`config.mk`:
```
export PLATFORM = sky130hd
export DESIGN_NAME = motor_drive_fault_latch_flat
export DESIGN_NICKNAME = d
export VERILOG_FILES = /design/src/rtl/mdfl_pkg.sv /design/src/rtl/mdfl_if.sv /design/src/rtl/mdfl_cfg_regs.sv /design/src/rtl/mdfl_eval.sv /design/src/rtl/motor_drive_fault_latch.sv /design/src/flat_wrapper.sv
export SDC_FILE = /design/constraint.sdc
export NUM_CORES = 1
export LEC_CHECK = 0
export BUFFER_PORTS_ARGS = -buffer_cell sky130_fd_sc_hd__buf_2
export CORE_MARGIN = 8
export CORE_UTILIZATION = 30
export DETAILED_ROUTE_END_ITERATION = 7
export PLACE_DENSITY = 0.56
export SYNTH_ARGS = -nofsm -noshare
export SYNTH_HDL_FRONTEND = slang
export SYNTH_SLANG_ARGS = --single-unit
```
`constraint.sdc`:
```
create_clock -name i_clk -period 14.2 [get_ports i_clk]
set_input_delay 1.42 -clock i_clk [delete_from_list [all_inputs] [get_ports i_clk]]
set_output_delay 1.42 -clock i_clk [all_outputs]
set_load 0.05 [all_outputs]
```
`src/rtl/mdfl_pkg.sv`:
```
// shared types, codes and helpers for the motor drive fault latch
`default_nettype none

package mdfl_pkg;

    // default sample count before motor overtemperature latches
    localparam int OVERTEMP_SAMPLES_DEF = 2;

    // request kinds
    localparam logic [1:0] REQ_FAST   = 2'd0;
    localparam logic [1:0] REQ_SLOW   = 2'd1;
    localparam logic [1:0] REQ_OFFSET = 2'd2;
    localparam logic [1:0] REQ_CLEAR  = 2'd3;

    // observer states
    localparam logic [1:0] OBS_OTHER      = 2'd0;
    localparam logic [1:0] OBS_OPEN_LOOP  = 2'd1;
    localparam logic [1:0] OBS_ALIGN      = 2'd2;
    localparam logic [1:0] OBS_TO_OPEN    = 2'd3;

    // drive flag bit positions
    localparam int FL_RUN         = 0;
    localparam int FL_BRK_BLOCKED = 1;
    localparam int FL_HW_BREAK2   = 2;
    localparam int FL_HW_BREAK    = 3;
    localparam int FL_SAFE_DRIVE  = 4;
    localparam int FL_MAY_CLR2    = 5;
    localparam int FL_MAY_CLR     = 6;

    // fault mask bit positions
    localparam int FB_OVERVOLT  = 0;
    localparam int FB_UNDERVOLT = 1;
    localparam int FB_OVERCUR   = 2;
    localparam int FB_MOTORERR  = 3;
    localparam int FB_CTRLERR   = 4;
    localparam int FB_BRIDGE    = 5;
    localparam int FB_MOTORTEMP = 6;
    localparam int FB_OFFSET    = 7;

    // configuration register indexes
    localparam int CFG_IDX_W = 3;
    localparam logic [CFG_IDX_W-1:0] CFG_OV_LIMIT     = 3'd0;
    localparam logic [CFG_IDX_W-1:0] CFG_UV_LIMIT     = 3'd1;
    localparam logic [CFG_IDX_W-1:0] CFG_PC_LIMIT     = 3'd2;
    localparam logic [CFG_IDX_W-1:0] CFG_BT_LIMIT     = 3'd3;
    localparam logic [CFG_IDX_W-1:0] CFG_MT_LIMIT     = 3'd4;
    localparam logic [CFG_IDX_W-1:0] CFG_OC_LIMIT     = 3'd5;
    localparam logic [CFG_IDX_W-1:0] CFG_MOD_LIMIT    = 3'd6;
    localparam logic [CFG_IDX_W-1:0] CFG_HOLD_MS      = 3'd7;

    // configuration reset values
    localparam logic signed [15:0] OV_LIMIT_RST  = 16'sh7FFF;
    localparam logic signed [15:0] UV_LIMIT_RST  = 16'sh8000;
    localparam logic [14:0]        PC_LIMIT_RST  = 15'h7FFF;
    localparam logic signed [15:0] BT_LIMIT_RST  = 16'sh7FFF;
    localparam logic signed [15:0] MT_LIMIT_RST  = 16'sh7FFF;
    localparam logic [14:0]        OC_LIMIT_RST  = 15'h7FFF;
    localparam logic [15:0]        MOD_LIMIT_RST = 16'd39322;      // 0.6 in Q0.16
    localparam logic [31:0]        HOLD_MS_RST   = 32'd180000;     // three minutes

    typedef struct packed {
        logic signed [15:0] ov_limit;
        logic signed [15:0] uv_limit;
        logic [14:0]        pc_limit;
        logic signed [15:0] bt_limit;
        logic signed [15:0] mt_limit;
        logic [14:0]        oc_limit;
        logic [15:0]        mod_limit;
        logic [31:0]        hold_ms;
    } t_cfg;

    typedef struct packed {
        logic [1:0]         req_type;
        logic signed [15:0] dc_link_voltage;
        logic signed [15:0] phase_current_a;
        logic signed [15:0] phase_current_b;
        logic signed [15:0] phase_current_c;
        logic signed [15:0] bridge_temp;
        logic signed [15:0] motor_temp;
        logic [31:0]        now_ms;
        logic [1:0]         observer_state;
        logic [6:0]         drive_flags;
        logic [15:0]        modulation_factor;
        logic               direction_kept;
    } t_req;

    typedef struct packed {
        logic [7:0] fault_mask;
        logic       break_pulse;
        logic       clear_break2;
        logic       clear_break;
    } t_res;

    // absolute value of a signed 16-bit quantity, saturated at 32767
    function automatic logic [14:0] abs_sat(input logic signed [15:0] v);
        logic [15:0] mag;
        mag = v[15] ? 16'(-v) : 16'(v);
        return mag[15] ? 15'h7FFF : mag[14:0];
    endfunction

endpackage

`default_nettype wire

```
`src/rtl/mdfl_if.sv`:
```
// channel interfaces: request, result and configuration write
`default_nettype none

interface mdfl_req_if;
    logic               valid;
    logic               ready;
    logic [1:0]         req_type;
    logic signed [15:0] dc_link_voltage;
    logic signed [15:0] phase_current_a;
    logic signed [15:0] phase_current_b;
    logic signed [15:0] phase_current_c;
    logic signed [15:0] bridge_temp;
    logic signed [15:0] motor_temp;
    logic [31:0]        now_ms;
    logic [1:0]         observer_state;
    logic [6:0]         drive_flags;
    logic [15:0]        modulation_factor;
    logic               direction_kept;

    modport source (
        output valid, req_type, dc_link_voltage, phase_current_a, phase_current_b,
               phase_current_c, bridge_temp, motor_temp, now_ms, observer_state,
               drive_flags, modulation_factor, direction_kept,
        input  ready
    );
    modport sink (
        input  valid, req_type, dc_link_voltage, phase_current_a, phase_current_b,
               phase_current_c, bridge_temp, motor_temp, now_ms, observer_state,
               drive_flags, modulation_factor, direction_kept,
        output ready
    );
endinterface

interface mdfl_res_if;
    logic       valid;
    logic       ready;
    logic [7:0] fault_mask;
    logic       break_pulse;
    logic       clear_break2;
    logic       clear_break;

    modport source (
        output valid, fault_mask, break_pulse, clear_break2, clear_break,
        input  ready
    );
    modport sink (
        input  valid, fault_mask, break_pulse, clear_break2, clear_break,
        output ready
    );
endinterface

interface mdfl_cfg_if;
    logic        valid;
    logic        ready;
    logic [2:0]  wr_index;
    logic [31:0] wr_data;

    modport source (output valid, wr_index, wr_data, input ready);
    modport sink   (input valid, wr_index, wr_data, output ready);
endinterface

`default_nettype wire

```
`src/rtl/mdfl_cfg_regs.sv`:
```
// configuration register bank for the fault latch limits
`default_nettype none

module mdfl_cfg_regs (
    input  wire logic                           i_clk,
    input  wire logic                           i_rst_n,
    input  wire logic                           i_wr,
    input  wire logic [mdfl_pkg::CFG_IDX_W-1:0] i_index,
    input  wire logic [31:0]                    i_data,
    output mdfl_pkg::t_cfg                      o_cfg
);
    import mdfl_pkg::*;

    t_cfg r_cfg;

    // register writes by index
    always_ff @(posedge i_clk) begin
        if (!i_rst_n) begin
            r_cfg.ov_limit  <= OV_LIMIT_RST;
            r_cfg.uv_limit  <= UV_LIMIT_RST;
            r_cfg.pc_limit  <= PC_LIMIT_RST;
            r_cfg.bt_limit  <= BT_LIMIT_RST;
            r_cfg.mt_limit  <= MT_LIMIT_RST;
            r_cfg.oc_limit  <= OC_LIMIT_RST;
            r_cfg.mod_limit <= MOD_LIMIT_RST;
            r_cfg.hold_ms   <= HOLD_MS_RST;
        end else if (i_wr) begin
            unique case (i_index)
                CFG_OV_LIMIT:  r_cfg.ov_limit  <= i_data[15:0];
                CFG_UV_LIMIT:  r_cfg.uv_limit  <= i_data[15:0];
                CFG_PC_LIMIT:  r_cfg.pc_limit  <= i_data[14:0];
                CFG_BT_LIMIT:  r_cfg.bt_limit  <= i_data[15:0];
                CFG_MT_LIMIT:  r_cfg.mt_limit  <= i_data[15:0];
                CFG_OC_LIMIT:  r_cfg.oc_limit  <= i_data[14:0];
                CFG_MOD_LIMIT: r_cfg.mod_limit <= i_data[15:0];
                CFG_HOLD_MS:   r_cfg.hold_ms   <= i_data;
                default:       r_cfg           <= r_cfg;
            endcase
        end
    end

    assign o_cfg = r_cfg;

endmodule

`default_nettype wire

```
`src/rtl/mdfl_eval.sv`:
```
// fault evaluation: sticky fault bits, overtemp counter and stamp
`default_nettype none

module mdfl_eval #(
    parameter int OVERTEMP_SAMPLES = mdfl_pkg::OVERTEMP_SAMPLES_DEF
) (
    input  wire logic           i_clk,
    input  wire logic           i_rst_n,
    input  wire logic           i_en,
    input  wire mdfl_pkg::t_req i_req,
    input  wire mdfl_pkg::t_cfg i_cfg,
    output mdfl_pkg::t_res      o_res
);
    import mdfl_pkg::*;

    localparam int CntW = (OVERTEMP_SAMPLES < 2) ? 1 : $clog2(OVERTEMP_SAMPLES + 1);
    localparam logic [CntW-1:0] CntMax = CntW'(OVERTEMP_SAMPLES);

    logic [7:0]      r_fault, n_fault;
    logic [CntW-1:0] r_cnt, n_cnt;
    logic [31:0]     r_stamp, n_stamp;

    logic signed [15:0] dc, bt, mt;
    logic [14:0]        ia, ib, ic;
    logic [6:0]         fl;
    logic [1:0]         obs;
    logic [31:0]        elapsed;
    logic               pulse, clr2, clr1;

    assign dc  = $signed(i_req.dc_link_voltage);
    assign bt  = $signed(i_req.bridge_temp);
    assign mt  = $signed(i_req.motor_temp);
    assign ia  = abs_sat(i_req.phase_current_a);
    assign ib  = abs_sat(i_req.phase_current_b);
    assign ic  = abs_sat(i_req.phase_current_c);
    assign fl  = i_req.drive_flags;
    assign obs = i_req.observer_state;

    // time since stamp, wraps modulo 2^32
    assign elapsed = i_req.now_ms - r_stamp;

    // next state and side outputs for the current request
    always_comb begin
        n_fault = r_fault;
        n_cnt   = r_cnt;
        n_stamp = r_stamp;
        pulse   = 1'b0;
        clr2    = 1'b0;
        clr1    = 1'b0;
        unique case (i_req.req_type)
            REQ_FAST: begin
                if (dc > $signed(i_cfg.ov_limit)) begin
                    n_fault[FB_OVERVOLT] = 1'b1;
                    pulse                = 1'b1;
                end
                if (dc < $signed(i_cfg.uv_limit)) n_fault[FB_UNDERVOLT] = 1'b1;
                if (fl[FL_RUN]) begin
                    if (!fl[FL_BRK_BLOCKED]) begin
                        if (ia > i_cfg.pc_limit || ib > i_cfg.pc_limit ||
                            ic > i_cfg.pc_limit || fl[FL_HW_BREAK2]) begin
                            n_fault[FB_OVERCUR] = 1'b1;
                        end
                    end
                    if (fl[FL_HW_BREAK] && fl[FL_SAFE_DRIVE]) n_fault[FB_OVERVOLT] = 1'b1;
                end
                if (i_req.modulation_factor > i_cfg.mod_limit &&
                    (obs == OBS_OPEN_LOOP || obs == OBS_ALIGN)) begin
                    n_fault[FB_MOTORERR] = 1'b1;
                end
                if (i_req.direction_kept && obs == OBS_TO_OPEN) n_fault[FB_CTRLERR] = 1'b1;
            end
            REQ_SLOW: begin
                if (bt > $signed(i_cfg.bt_limit)) n_fault[FB_BRIDGE] = 1'b1;
                if (obs == OBS_OPEN_LOOP && mt > $signed(i_cfg.mt_limit)) begin
                    if (r_cnt >= CntMax) begin
                        // a stamp of zero reads as not stamped
                        if (r_stamp == 32'd0) n_stamp = i_req.now_ms;
                        n_fault[FB_MOTORTEMP] = 1'b1;
                    end else begin
                        n_cnt = r_cnt + CntW'(1);
                    end
                end else begin
                    n_cnt = '0;
                end
            end
            REQ_OFFSET: begin
                if (ia > i_cfg.oc_limit || ib > i_cfg.oc_limit || ic > i_cfg.oc_limit) begin
                    n_fault[FB_OFFSET] = 1'b1;
                end
            end
            REQ_CLEAR: begin
                n_fault[FB_CTRLERR]  = 1'b0;
                n_fault[FB_MOTORERR] = 1'b0;
                if (ia < i_cfg.pc_limit && ib < i_cfg.pc_limit && ic < i_cfg.pc_limit) begin
                    clr2                = r_fault[FB_OVERCUR] & fl[FL_MAY_CLR2];
                    n_fault[FB_OVERCUR] = 1'b0;
                end
                if (dc < $signed(i_cfg.ov_limit)) begin
                    clr1                 = r_fault[FB_OVERVOLT] & fl[FL_MAY_CLR];
                    n_fault[FB_OVERVOLT] = 1'b0;
                end
                if (dc > $signed(i_cfg.uv_limit)) n_fault[FB_UNDERVOLT] = 1'b0;
                if (bt < $signed(i_cfg.bt_limit)) n_fault[FB_BRIDGE] = 1'b0;
                if (r_fault[FB_MOTORTEMP] && elapsed > i_cfg.hold_ms) begin
                    n_fault[FB_MOTORTEMP] = 1'b0;
                    n_stamp               = 32'd0;
                end
            end
            default: n_fault = r_fault;
        endcase
    end

    // state update once per transfer into the result register
    always_ff @(posedge i_clk) begin
        if (!i_rst_n) begin
            r_fault <= '0;
            r_cnt   <= '0;
            r_stamp <= '0;
        end else if (i_en) begin
            r_fault <= n_fault;
            r_cnt   <= n_cnt;
            r_stamp <= n_stamp;
        end
    end

    assign o_res.fault_mask   = n_fault;
    assign o_res.break_pulse  = pulse;
    assign o_res.clear_break2 = clr2;
    assign o_res.clear_break  = clr1;

endmodule

`default_nettype wire

```
`src/rtl/motor_drive_fault_latch.sv`:
```
// top level of the motor drive fault latch
//
//  channel  | dir | content
//  ---------+-----+------------------------------------------------
//  i_req    | in  | request kind, measurements, flags, tick time
//  o_res    | out | fault mask, break pulse, break flag clears
//  i_cfg    | in  | limit register writes (index, data)
//
// one request per clock sustained while results are taken; each result reaches o_res
// through the input register, then evaluation into the result register
// fault bits and the overtemp counter and stamp move as a result is registered
// a held result stalls the input register and then i_req.ready, never drops an item
// synchronous active low reset clears faults, counter, stamp and limits to defaults
// configuration writes are taken every cycle
`default_nettype none

module motor_drive_fault_latch #(
    parameter int OVERTEMP_SAMPLES = mdfl_pkg::OVERTEMP_SAMPLES_DEF
) (
    input  wire logic  i_clk,
    input  wire logic  i_rst_n,
    mdfl_req_if.sink   i_req,
    mdfl_res_if.source o_res,
    mdfl_cfg_if.sink   i_cfg
);
    import mdfl_pkg::*;

    t_cfg cfg;
    t_req r_s1;
    t_res r_out;
    t_res eval_res;
    logic r_s1_valid;
    logic r_out_valid;
    logic s1_adv;
    logic in_xfer;

    // configuration bank
    assign i_cfg.ready = 1'b1;

    mdfl_cfg_regs u_cfg (
        .i_clk   (i_clk),
        .i_rst_n (i_rst_n),
        .i_wr    (i_cfg.valid && i_cfg.ready),
        .i_index (i_cfg.wr_index),
        .i_data  (i_cfg.wr_data),
        .o_cfg   (cfg)
    );

    // handshake: input stage moves when the result register is free or being taken
    assign s1_adv      = !r_out_valid || o_res.ready;
    assign i_req.ready = !r_s1_valid || s1_adv;
    assign in_xfer     = i_req.valid && i_req.ready;

    // valid bits
    always_ff @(posedge i_clk) begin
        if (!i_rst_n) begin
            r_s1_valid  <= 1'b0;
            r_out_valid <= 1'b0;
        end else begin
            if (i_req.ready) r_s1_valid <= i_req.valid;
            if (s1_adv) r_out_valid <= r_s1_valid;
        end
    end

    // input register payload
    always_ff @(posedge i_clk) begin
        if (in_xfer) begin
            r_s1.req_type          <= i_req.req_type;
            r_s1.dc_link_voltage   <= i_req.dc_link_voltage;
            r_s1.phase_current_a   <= i_req.phase_current_a;
            r_s1.phase_current_b   <= i_req.phase_current_b;
            r_s1.phase_current_c   <= i_req.phase_current_c;
            r_s1.bridge_temp       <= i_req.bridge_temp;
            r_s1.motor_temp        <= i_req.motor_temp;
            r_s1.now_ms            <= i_req.now_ms;
            r_s1.observer_state    <= i_req.observer_state;
            r_s1.drive_flags       <= i_req.drive_flags;
            r_s1.modulation_factor <= i_req.modulation_factor;
            r_s1.direction_kept    <= i_req.direction_kept;
        end
    end

    // evaluation against the sticky state
    mdfl_eval #(
        .OVERTEMP_SAMPLES (OVERTEMP_SAMPLES)
    ) u_eval (
        .i_clk   (i_clk),
        .i_rst_n (i_rst_n),
        .i_en    (r_s1_valid && s1_adv),
        .i_req   (r_s1),
        .i_cfg   (cfg),
        .o_res   (eval_res)
    );

    // result register payload
    always_ff @(posedge i_clk) begin
        if (r_s1_valid && s1_adv) r_out <= eval_res;
    end

    assign o_res.valid        = r_out_valid;
    assign o_res.fault_mask   = r_out.fault_mask;
    assign o_res.break_pulse  = r_out.break_pulse;
    assign o_res.clear_break2 = r_out.clear_break2;
    assign o_res.clear_break  = r_out.clear_break;

`ifndef SYNTHESIS
    // a break pulse always comes with the overvoltage fault latched
    a_pulse_has_ov: assert property (@(posedge i_clk) disable iff (!i_rst_n)
        r_out_valid && r_out.break_pulse |-> r_out.fault_mask[FB_OVERVOLT])
        else $error("break pulse without overvoltage fault");

    // a break flag release means its fault has just been cleared
    a_clr2_no_oc: assert property (@(posedge i_clk) disable iff (!i_rst_n)
        r_out_valid && r_out.clear_break2 |-> !r_out.fault_mask[FB_OVERCUR])
        else $error("break2 release with overcurrent still set");

    a_clr1_no_ov: assert property (@(posedge i_clk) disable iff (!i_rst_n)
        r_out_valid && r_out.clear_break |-> !r_out.fault_mask[FB_OVERVOLT])
        else $error("break release with overvoltage still set");

    // fast check and clear request outputs never mix
    a_pulse_vs_clear: assert property (@(posedge i_clk) disable iff (!i_rst_n)
        r_out_valid |-> !(r_out.break_pulse && (r_out.clear_break || r_out.clear_break2)))
        else $error("break pulse together with break release");

    // an empty input register always takes a transfer
    a_ready_when_empty: assert property (@(posedge i_clk) disable iff (!i_rst_n)
        !r_s1_valid |-> i_req.ready)
        else $error("input stalled with empty input register");
`endif

endmodule

`default_nettype wire
```
`src/flat_wrapper.sv`:
```
// flat-port wrapper written by rule: the top's interface ports become plain ports
module motor_drive_fault_latch_flat import mdfl_pkg::*;
#(
    parameter int OVERTEMP_SAMPLES = mdfl_pkg::OVERTEMP_SAMPLES_DEF
)
  (i_clk, i_rst_n, i_req_valid, i_req_req_type, i_req_dc_link_voltage, i_req_phase_current_a, i_req_phase_current_b, i_req_phase_current_c, i_req_bridge_temp, i_req_motor_temp, i_req_now_ms, i_req_observer_state, i_req_drive_flags, i_req_modulation_factor, i_req_direction_kept, i_req_ready, o_res_valid, o_res_fault_mask, o_res_break_pulse, o_res_clear_break2, o_res_clear_break, o_res_ready, i_cfg_valid, i_cfg_wr_index, i_cfg_wr_data, i_cfg_ready);
  mdfl_req_if i_req_i ();
  mdfl_res_if o_res_i ();
  mdfl_cfg_if i_cfg_i ();
  input  wire logic i_clk;
  input  wire logic i_rst_n;
  input wire logic [$bits(i_req_i.valid)-1:0] i_req_valid;
  input wire logic [$bits(i_req_i.req_type)-1:0] i_req_req_type;
  input wire logic [$bits(i_req_i.dc_link_voltage)-1:0] i_req_dc_link_voltage;
  input wire logic [$bits(i_req_i.phase_current_a)-1:0] i_req_phase_current_a;
  input wire logic [$bits(i_req_i.phase_current_b)-1:0] i_req_phase_current_b;
  input wire logic [$bits(i_req_i.phase_current_c)-1:0] i_req_phase_current_c;
  input wire logic [$bits(i_req_i.bridge_temp)-1:0] i_req_bridge_temp;
  input wire logic [$bits(i_req_i.motor_temp)-1:0] i_req_motor_temp;
  input wire logic [$bits(i_req_i.now_ms)-1:0] i_req_now_ms;
  input wire logic [$bits(i_req_i.observer_state)-1:0] i_req_observer_state;
  input wire logic [$bits(i_req_i.drive_flags)-1:0] i_req_drive_flags;
  input wire logic [$bits(i_req_i.modulation_factor)-1:0] i_req_modulation_factor;
  input wire logic [$bits(i_req_i.direction_kept)-1:0] i_req_direction_kept;
  output wire logic [$bits(i_req_i.ready)-1:0] i_req_ready;
  output wire logic [$bits(o_res_i.valid)-1:0] o_res_valid;
  output wire logic [$bits(o_res_i.fault_mask)-1:0] o_res_fault_mask;
  output wire logic [$bits(o_res_i.break_pulse)-1:0] o_res_break_pulse;
  output wire logic [$bits(o_res_i.clear_break2)-1:0] o_res_clear_break2;
  output wire logic [$bits(o_res_i.clear_break)-1:0] o_res_clear_break;
  input wire logic [$bits(o_res_i.ready)-1:0] o_res_ready;
  input wire logic [$bits(i_cfg_i.valid)-1:0] i_cfg_valid;
  input wire logic [$bits(i_cfg_i.wr_index)-1:0] i_cfg_wr_index;
  input wire logic [$bits(i_cfg_i.wr_data)-1:0] i_cfg_wr_data;
  output wire logic [$bits(i_cfg_i.ready)-1:0] i_cfg_ready;
  assign i_req_i.valid = i_req_valid;
  assign i_req_i.req_type = i_req_req_type;
  assign i_req_i.dc_link_voltage = i_req_dc_link_voltage;
  assign i_req_i.phase_current_a = i_req_phase_current_a;
  assign i_req_i.phase_current_b = i_req_phase_current_b;
  assign i_req_i.phase_current_c = i_req_phase_current_c;
  assign i_req_i.bridge_temp = i_req_bridge_temp;
  assign i_req_i.motor_temp = i_req_motor_temp;
  assign i_req_i.now_ms = i_req_now_ms;
  assign i_req_i.observer_state = i_req_observer_state;
  assign i_req_i.drive_flags = i_req_drive_flags;
  assign i_req_i.modulation_factor = i_req_modulation_factor;
  assign i_req_i.direction_kept = i_req_direction_kept;
  assign i_req_ready = i_req_i.ready;
  assign o_res_valid = o_res_i.valid;
  assign o_res_fault_mask = o_res_i.fault_mask;
  assign o_res_break_pulse = o_res_i.break_pulse;
  assign o_res_clear_break2 = o_res_i.clear_break2;
  assign o_res_clear_break = o_res_i.clear_break;
  assign o_res_i.ready = o_res_ready;
  assign i_cfg_i.valid = i_cfg_valid;
  assign i_cfg_i.wr_index = i_cfg_wr_index;
  assign i_cfg_i.wr_data = i_cfg_wr_data;
  assign i_cfg_ready = i_cfg_i.ready;
  motor_drive_fault_latch #(.OVERTEMP_SAMPLES(OVERTEMP_SAMPLES)) u_core (.i_clk(i_clk), .i_rst_n(i_rst_n), .i_req(i_req_i), .o_res(o_res_i), .i_cfg(i_cfg_i));
endmodule
```
==> results of run 1 <==
critical path: cells and delay by family (launching register included):
| family | cells | cell delay (ps) |
|---|---|---|
| AO/OA/AOI/OAI | 6 | 2140 |
| AND/OR/NAND/NOR | 7 | 2080 |
| flip-flops | 1 | 420 |
| adder cells (fa/ha/maj) | 1 | 270 |
synthesized netlist by cell type, drive strengths merged, types with 3 or more instances:
master	n	area, um2
or4	4	33.8
a211oi	8	60.1
nand4	39	244
nand2b	19	119
dfxtp	186	3720
a211o	4	35.0
and4	4	35.0
or2	8	50.1
xnor2	22	193
ha	243	3040
nor4	48	300
inv	207	777
nor2b	30	188
and2	3	18.8
o22ai	4	31.3
a21oi	171	856
edfxtp	167	5010
o21a	18	135
a2111oi	7	61.3
and3	8	50.1
o211ai	100	751
nor3	56	292
a21boi	4	30.0
o21ai	93	465
o31ai	17	128
a221o	3	30.0
nand2	301	1130
o41ai	7	61.3
a21o	40	300
clkbuf	92	363
nor2	61	229
or3	7	53.8
o21bai	9	67.6
buf	13	68.8
nand3	67	340
a31oi	18	119
xor2	38	333
registers in the layout, summed over array words and instances (netlist names), 2 cells and up:
register	count
u_core.o_res.fault_mask	8
u_core.r_s1	156
u_core.u_eval.r_cnt	2
u_core.u_eval.r_fault	8
u_core.u_cfg.o_cfg	142
u_core.u_eval.r_stamp	32
worst paths after layout:
kind / startpoint / end / slack, ps / depth (start not counted)
hold / removal: u_core.u_cfg.o_cfg[115] / u_core.u_cfg.o_cfg[115] / 460 / 2
setup reg to reg: u_core.r_s1[113] / u_core.u_eval.r_fault[2] / 9180 / 14
hold reg to reg: u_core.u_cfg.o_cfg[115] / u_core.u_cfg.o_cfg[115] / 460 / 2
setup / recovery: u_core.r_s1[113] / u_core.u_eval.r_fault[2] / 9180 / 14
metal layers:
layer | GRT usage (%) | wire, um | vias to the layer above | share of wire, %
met5 | 0 | 12 | - | 0.019
met4 | 4.71 | 1530 | 2 | 2.4
met3 | 2.83 | 3580 | 95 | 5.7
met2 | 27.4 | 29500 | 465 | 47
met1 | 21.2 | 27900 | 7828 | 45
li1 | - | - | 8124 | -
metrics by stage:
| step | power [uW] | hold slack, ps | worst slack (ps) | instance area (um2) | cells |
|---|---|---|---|---|---|
| after floorplan | 1370 | 436 | 8180 | 20100 | 2161 |
| after global placement | 1480 | 443 | 9430 | 21900 | 3153 |
| after detailed placement | 1490 | 451 | 9280 | 21900 | 3153 |
| after CTS | 2700 | 458 | 9250 | 23500 | 3234 |
| after global routing | 2780 | 472 | 8860 | 23500 | 3234 |
| final | 2660 | 456 | 9180 | 23500 | 3237 |
power breakdown:
part           internal, uW  switching (uW)
Sequential             1110            28.1
Clock                   725             462
Combinational           125             207
final cells by class:
type	count	area, um2	share of cell area [%]
Clock inverter	27	345	1.47
Timing Repair Buffer	224	1160	4.96
Inverter	207	777	3.31
Sequential cell	353	8740	37.2
Clock buffer	54	1180	5.05
Tap cell	873	1090	4.66
Antenna cell	3	7.51	0.0320
Multi-Input combinational cell	1496	10200	43.3
logic make-up after synthesis:
logic type,count (synthesis),share of synthesized area (%)
fa+ha+maj,244,15.3
buf+inv,312,6.02
compound gates,530,16.9
other cells,1,0.0187
mux,2,0.0998
simple gates,659,15.5
xor+xnor,60,2.62
flops,353,43.6
==> key figures, run 1 <==
Synth
  • Sequential fraction of the synthesis area: 43.6%
  • Syn nets: between 2000 and 3000
  • Cell Area, Synth: around 20000 um2
  • Synthesized area per cell: 9.28 um2
  • Unique masters post-synth: 76
  • Synthesis warning total: 0
  • Top FF cell, synth: dfxtp_1
  • FFs w/ async S/R, synth: 0%
  • Synth Instances: between 2000 and 2500
  • Seq cells post-synth: 353
  • Post-synth EDFFs: approximately 170

STA
  • Relative slew slack: 23.6%
  • Clock skew: between 30 and 40 ps
  • Unrepaired setup endpoints after global routing: false
  • Max-slew violation count: 0
  • Setup TNS: 0 ps
  • Max Fclk: 199 MHz
  • Period utilisation layout: 35.3%
  • Final Setup Violations: 0
  • Post-layout min period: roughly 5000 ps
  • Final Hold Fails: 0
  • Tightest Pin Transition: 1150 ps

Placed design
  • Final HPWL DP: around 47 mm
  • I/O Buffers: 208
  • RD Place Congestion: approximately 0.92

Clock tree
  • Postcts setup bufs: 0
  • Worst-path clk slew: around 60 ps
  • CTS tree: done
  • CTS Hold Bufs: 0
  • Cts repair resizes: 0
  • Skew-Pair Late Insertion Delay: 580 ps
  • Clock root buffer: clkbuf_16
  • Max clock buf depth: 3
  • Cts bufs inserted: 44
  • H-tree Lvls: 2
  • Num Clock Sinks: 353

Status
  • Outcome: complete, no violations

Cells and area
  • Layout Nets: 2766
  • Most common cell after layout, fill and taps aside: nand2_1
  • Area Growth Syn to Fin: 16.9%
  • Most frequent cells in the layout: nand2_1 (301), ha_1 (243), buf_2 (207)
  • Fraction of layout instances using a drive strength above 1: a little over an eighth
  • Fillcell total: 6750
  • Final Core Density: 35.2%

Global routing
  • Tot GR Track Use: 16.2%
  • Initial antenna violation count: 6
  • First-pass GRT wire length: 96.0 mm
  • Largest net degree at the start of global routing: a little under 70
  • Number of global-route vias before repair: between 15000 and 20000
  • Total gr overflow: 0

Min path
  • Worst min path class: register to register

Floorplan
  • Io pins: 210
  • Die area: 75400 um2
  • Num rows: 95
  • Die width: about 270 um
  • Chip height: 275 um
  • Core area: between 60000 and 70000 um2
  • Initial Util: 30.1%

Drt
  • Iteration count of the initial detailed-routing pass: 5
  • Via count: 16500
  • DRC Markers: 0
  • Final antenna-violating net count: 0
  • Final WL: roughly 63 mm
  • Vias/cell: 5.10
  • Drt wl/cell: a little under 20 um
  • Number of DRC markers in iteration 0: 1104

Critical path
  • Crit-path most repeated cell: nand3_1
  • Crit-path cells: nor4_1 > nand3_1 > or3_1 > nor3_1 > nand3_1 > nand2_1 > ha_1 > and2_1 > a221o_1 > a221oi_1 > a21oi_1 > a2111oi_0 > o22ai_1 > o21ba_2
  • Worst Path Required: 14660 ps
  • CP Max Fanout: 12
  • Startpoint Class: register
  • Crit. End Element: register
  • CP max stage cell: a2111oi_0
  • Max stage delay on crit path: 800 ps
  • Worst path arrival time: between 5000 and 6000 ps
  • Crit Path Category: register to register

Run
  • # Max-Cap Violations: 0

Power and ir drop
  • Worst vdd ir: 0.0000811 V
  • Leak: approximately 0.0099 uW
  • Pwr Density: about 110 nW/um2
Power figures use the tool's default switching activity.
==> run 2: changes to the inputs <==
clock period = 5 ns   (was 14.2 ns; I/O delays follow)
==> run 2 against run 1 <==
Register-to-register slack worse by 8900 ps. Clock-buffer cell count is 10 higher. Worst hold slack worse by 370 ps. Routed wire length is 0.53% higher. Fmax is 7.2% higher. Non-clock buffer count stayed put. Highest routed layer unchanged.
==> key figures, run 2 (synthesized netlist as in run 1, its figures left out) <==
STA
  • Final Setup Violations: 0
  • Clock skew: 36.1 ps
  • Max Fclk: approximately 210 MHz
  • Post-layout min period: 4680 ps
  • Tightest Pin Transition: 1140 ps
  • Relative slew slack: between 20% and 30%
  • Final Hold Fails: 0
  • Setup TNS: 0 ps
  • Unrepaired setup endpoints after global routing: false
  • Setup ws final: roughly 320 ps
  • Max-slew violation count: 0
  • Hold_ws: 88.4 ps
  • Period utilisation layout: 93.6%

Clock tree
  • Clock root buffer: clkbuf_16
  • Skew-Pair Late Insertion Delay: 580 ps
  • Num Clock Sinks: 353
  • H-tree Lvls: 2
  • Max clock buf depth: 3
  • CTS tree: done
  • Worst-path clk slew: approximately 60 ps
  • CTS Hold Bufs: 0
  • Cts bufs inserted: 43

Global routing
  • Tot GR Track Use: 16.2%
  • Largest net degree at the start of global routing: 95
  • Total gr overflow: 0
  • Initial antenna violation count: 5
  • Number of global-route vias before repair: 16700
  • First-pass GRT wire length: approximately 96 mm

Cells and area
  • Register Area: 8740 um2
  • Fraction of layout instances using a drive strength above 1: 13.5%
  • Number of flip-flops in the largest register: about 160
  • Largest register by flop count: u_core.r_s1
  • Area Growth Syn to Fin: 16.6%
  • Layout Nets: between 2000 and 3000
  • Final Core Density: a little over a third
  • Most common cell after layout, fill and taps aside: nand2_1
  • Layout Cells excl Fill: 3236
  • Multi-input logic area: 10200 um2
  • Fillcell total: 6706
  • Most frequent cells in the layout: nand2_1 (301), ha_1 (243), buf_2 (207)

Floorplan
  • Initial Util: 30.1%
  • Die area: 75400 um2
  • Core area: ~67000 um2
  • Die width: 275 um
  • Chip height: 275 um
  • Num rows: 95
  • Io pins: 210

Min path
  • Worst min path class: primary input to register
  • HP Start: i_req_drive_flags[0]
  • Hold Path Depth: 1
  • Hold EP: u_core.r_s1[17]

Power and ir drop
  • Combinational power share: 13.0%
  • Pwr Density: 313 nW/um2
  • Switching pwr: 1940 uW
  • Switching share of power: 26.5%
  • Leak: 0.00990 uW
  • Cell-internal power: 5380 uW
  • Worst vdd ir: 0.000215 V
  • Clock group share of total power: 42.7%
  • Sequential power share: 44.3%

Drt
  • DRC Markers: 0
  • Via count: 16600
  • Iteration count of the initial detailed-routing pass: 5
  • Vias/cell: 5.12
  • Number of DRC markers in iteration 0: 994
  • Final WL: 62.9 mm
  • Final antenna-violating net count: 0
  • Drt wl/cell: approximately 19 um

Critical path
  • RR Startpoint: u_core.u_eval.r_stamp[3]
  • Worst Path Required: 5480 ps
  • R2R cell count: 20
  • Startpoint Class: register
  • Crit Path Category: register to register
  • Reg-to-reg slack, setup: 320 ps
  • Crit. End Element: register
  • Critical R2R Capture: u_core.u_eval.r_stamp[5]
  • CP Max Fanout: 32
  • Worst path arrival time: about 5200 ps

Placed design
  • RD Place Congestion: 0.867
  • I/O Buffers: around 210
  • DP Cell Count: 3153
  • Final HPWL DP: 47.2 mm
  • DP Worst Slack: 295 ps

Status
  • Outcome: complete, no violations

Run
  • # Max-Cap Violations: 0
## run 2: cell count changes in the layout (fill, tap and decap cells not counted), sizes merged
cell,delta
bufinv,-5
clkbuf,+10
clkinv,-2
clkinvlp,-1
inv,-3
## run 2: repair_timing
| item | 4_1_cts | 5_1_grt |
|---|---|---|
| setup endpoints to repair | 0 | 16 |
| buffers inserted | 0 | 0 |
| gates resized for setup | 0 | 5 |
## run 2: area by class of cell
| cell class | count | share of cell area (%) |
|---|---|---|
| well taps | 873 | 4.67 |
| repair buffers | 224 | 5.08 |
| clock buffers | 64 | 5.42 |
| clock inverters | 16 | 0.626 |
| diodes | 3 | 0.0321 |
| inverters | 207 | 3.32 |
| flip-flops and latches | 353 | 37.4 |
| multi-input cells | 1496 | 43.5 |
## run 2: layer usage
| metal | wire, um | vias up | global-route usage, % | part of all wire (%) |
|---|---|---|---|---|
| met5 | 31 | - | 0 | 0.049 |
| met4 | 1760 | 4 | 5.16 | 2.8 |
| met3 | 3290 | 116 | 2.92 | 5.2 |
| met2 | 29700 | 447 | 27.5 | 47 |
| met1 | 28100 | 7884 | 20.8 | 45 |
| li1 | - | 8111 | - | - |
## run 2: through the flow
stage	instance area [um2]	power, uW
after floorplan	20100	3890
after global placement	21900	4210
after detailed placement	21900	4250
after CTS	23400	7430
after global routing	23400	7660
final	23400	7320
## run 2: power by group through the flow
| stage | clock, uW | sequential, uW | combinational, uW |
|---|---|---|---|
| floorplan | 0 | 3280 | 607 |
| global placement | 0 | 3300 | 914 |
| detailed placement | 0 | 3300 | 949 |
| CTS | 3240 | 3240 | 955 |
| global route | 3340 | 3250 | 1070 |
| finish | 3130 | 3240 | 949 |
## run 2: how the worst max path moves through the flow
stage	start	endpoint	slack [ps]	cells after the start
floorplan	u_core.r_s1[26]	u_core.u_eval.r_fault[6]	1020	21
global placement	u_core.r_s1[109]	u_core.u_eval.r_fault[2]	430	14
detailed placement	u_core.r_s1[109]	u_core.u_eval.r_fault[2]	300	14
CTS	u_core.r_s1[109]	u_core.u_eval.r_fault[2]	270	14
global route	u_core.u_eval.r_stamp[3]	u_core.u_eval.r_fault[6]	8	19
finish	u_core.u_eval.r_stamp[3]	u_core.u_eval.r_stamp[5]	320	20
## run 2: critical path, stage by stage, from the launching register on
cell,delay [ps]
dfxtp_1,360
inv_1,60
ha_1,350
o21a_1,150
o31ai_1,110
a21oi_1,340
a31oi_2,230
o211ai_1,350
a21oi_2,150
o31ai_1,300
xor2_1,190
ha_1,260
nand4_1,150
nor3_1,100
a2111oi_0,420
nand2_1,110
o221ai_1,170
o21ai_0,140
a41o_1,290
buf_12,170
a21oi_1,140
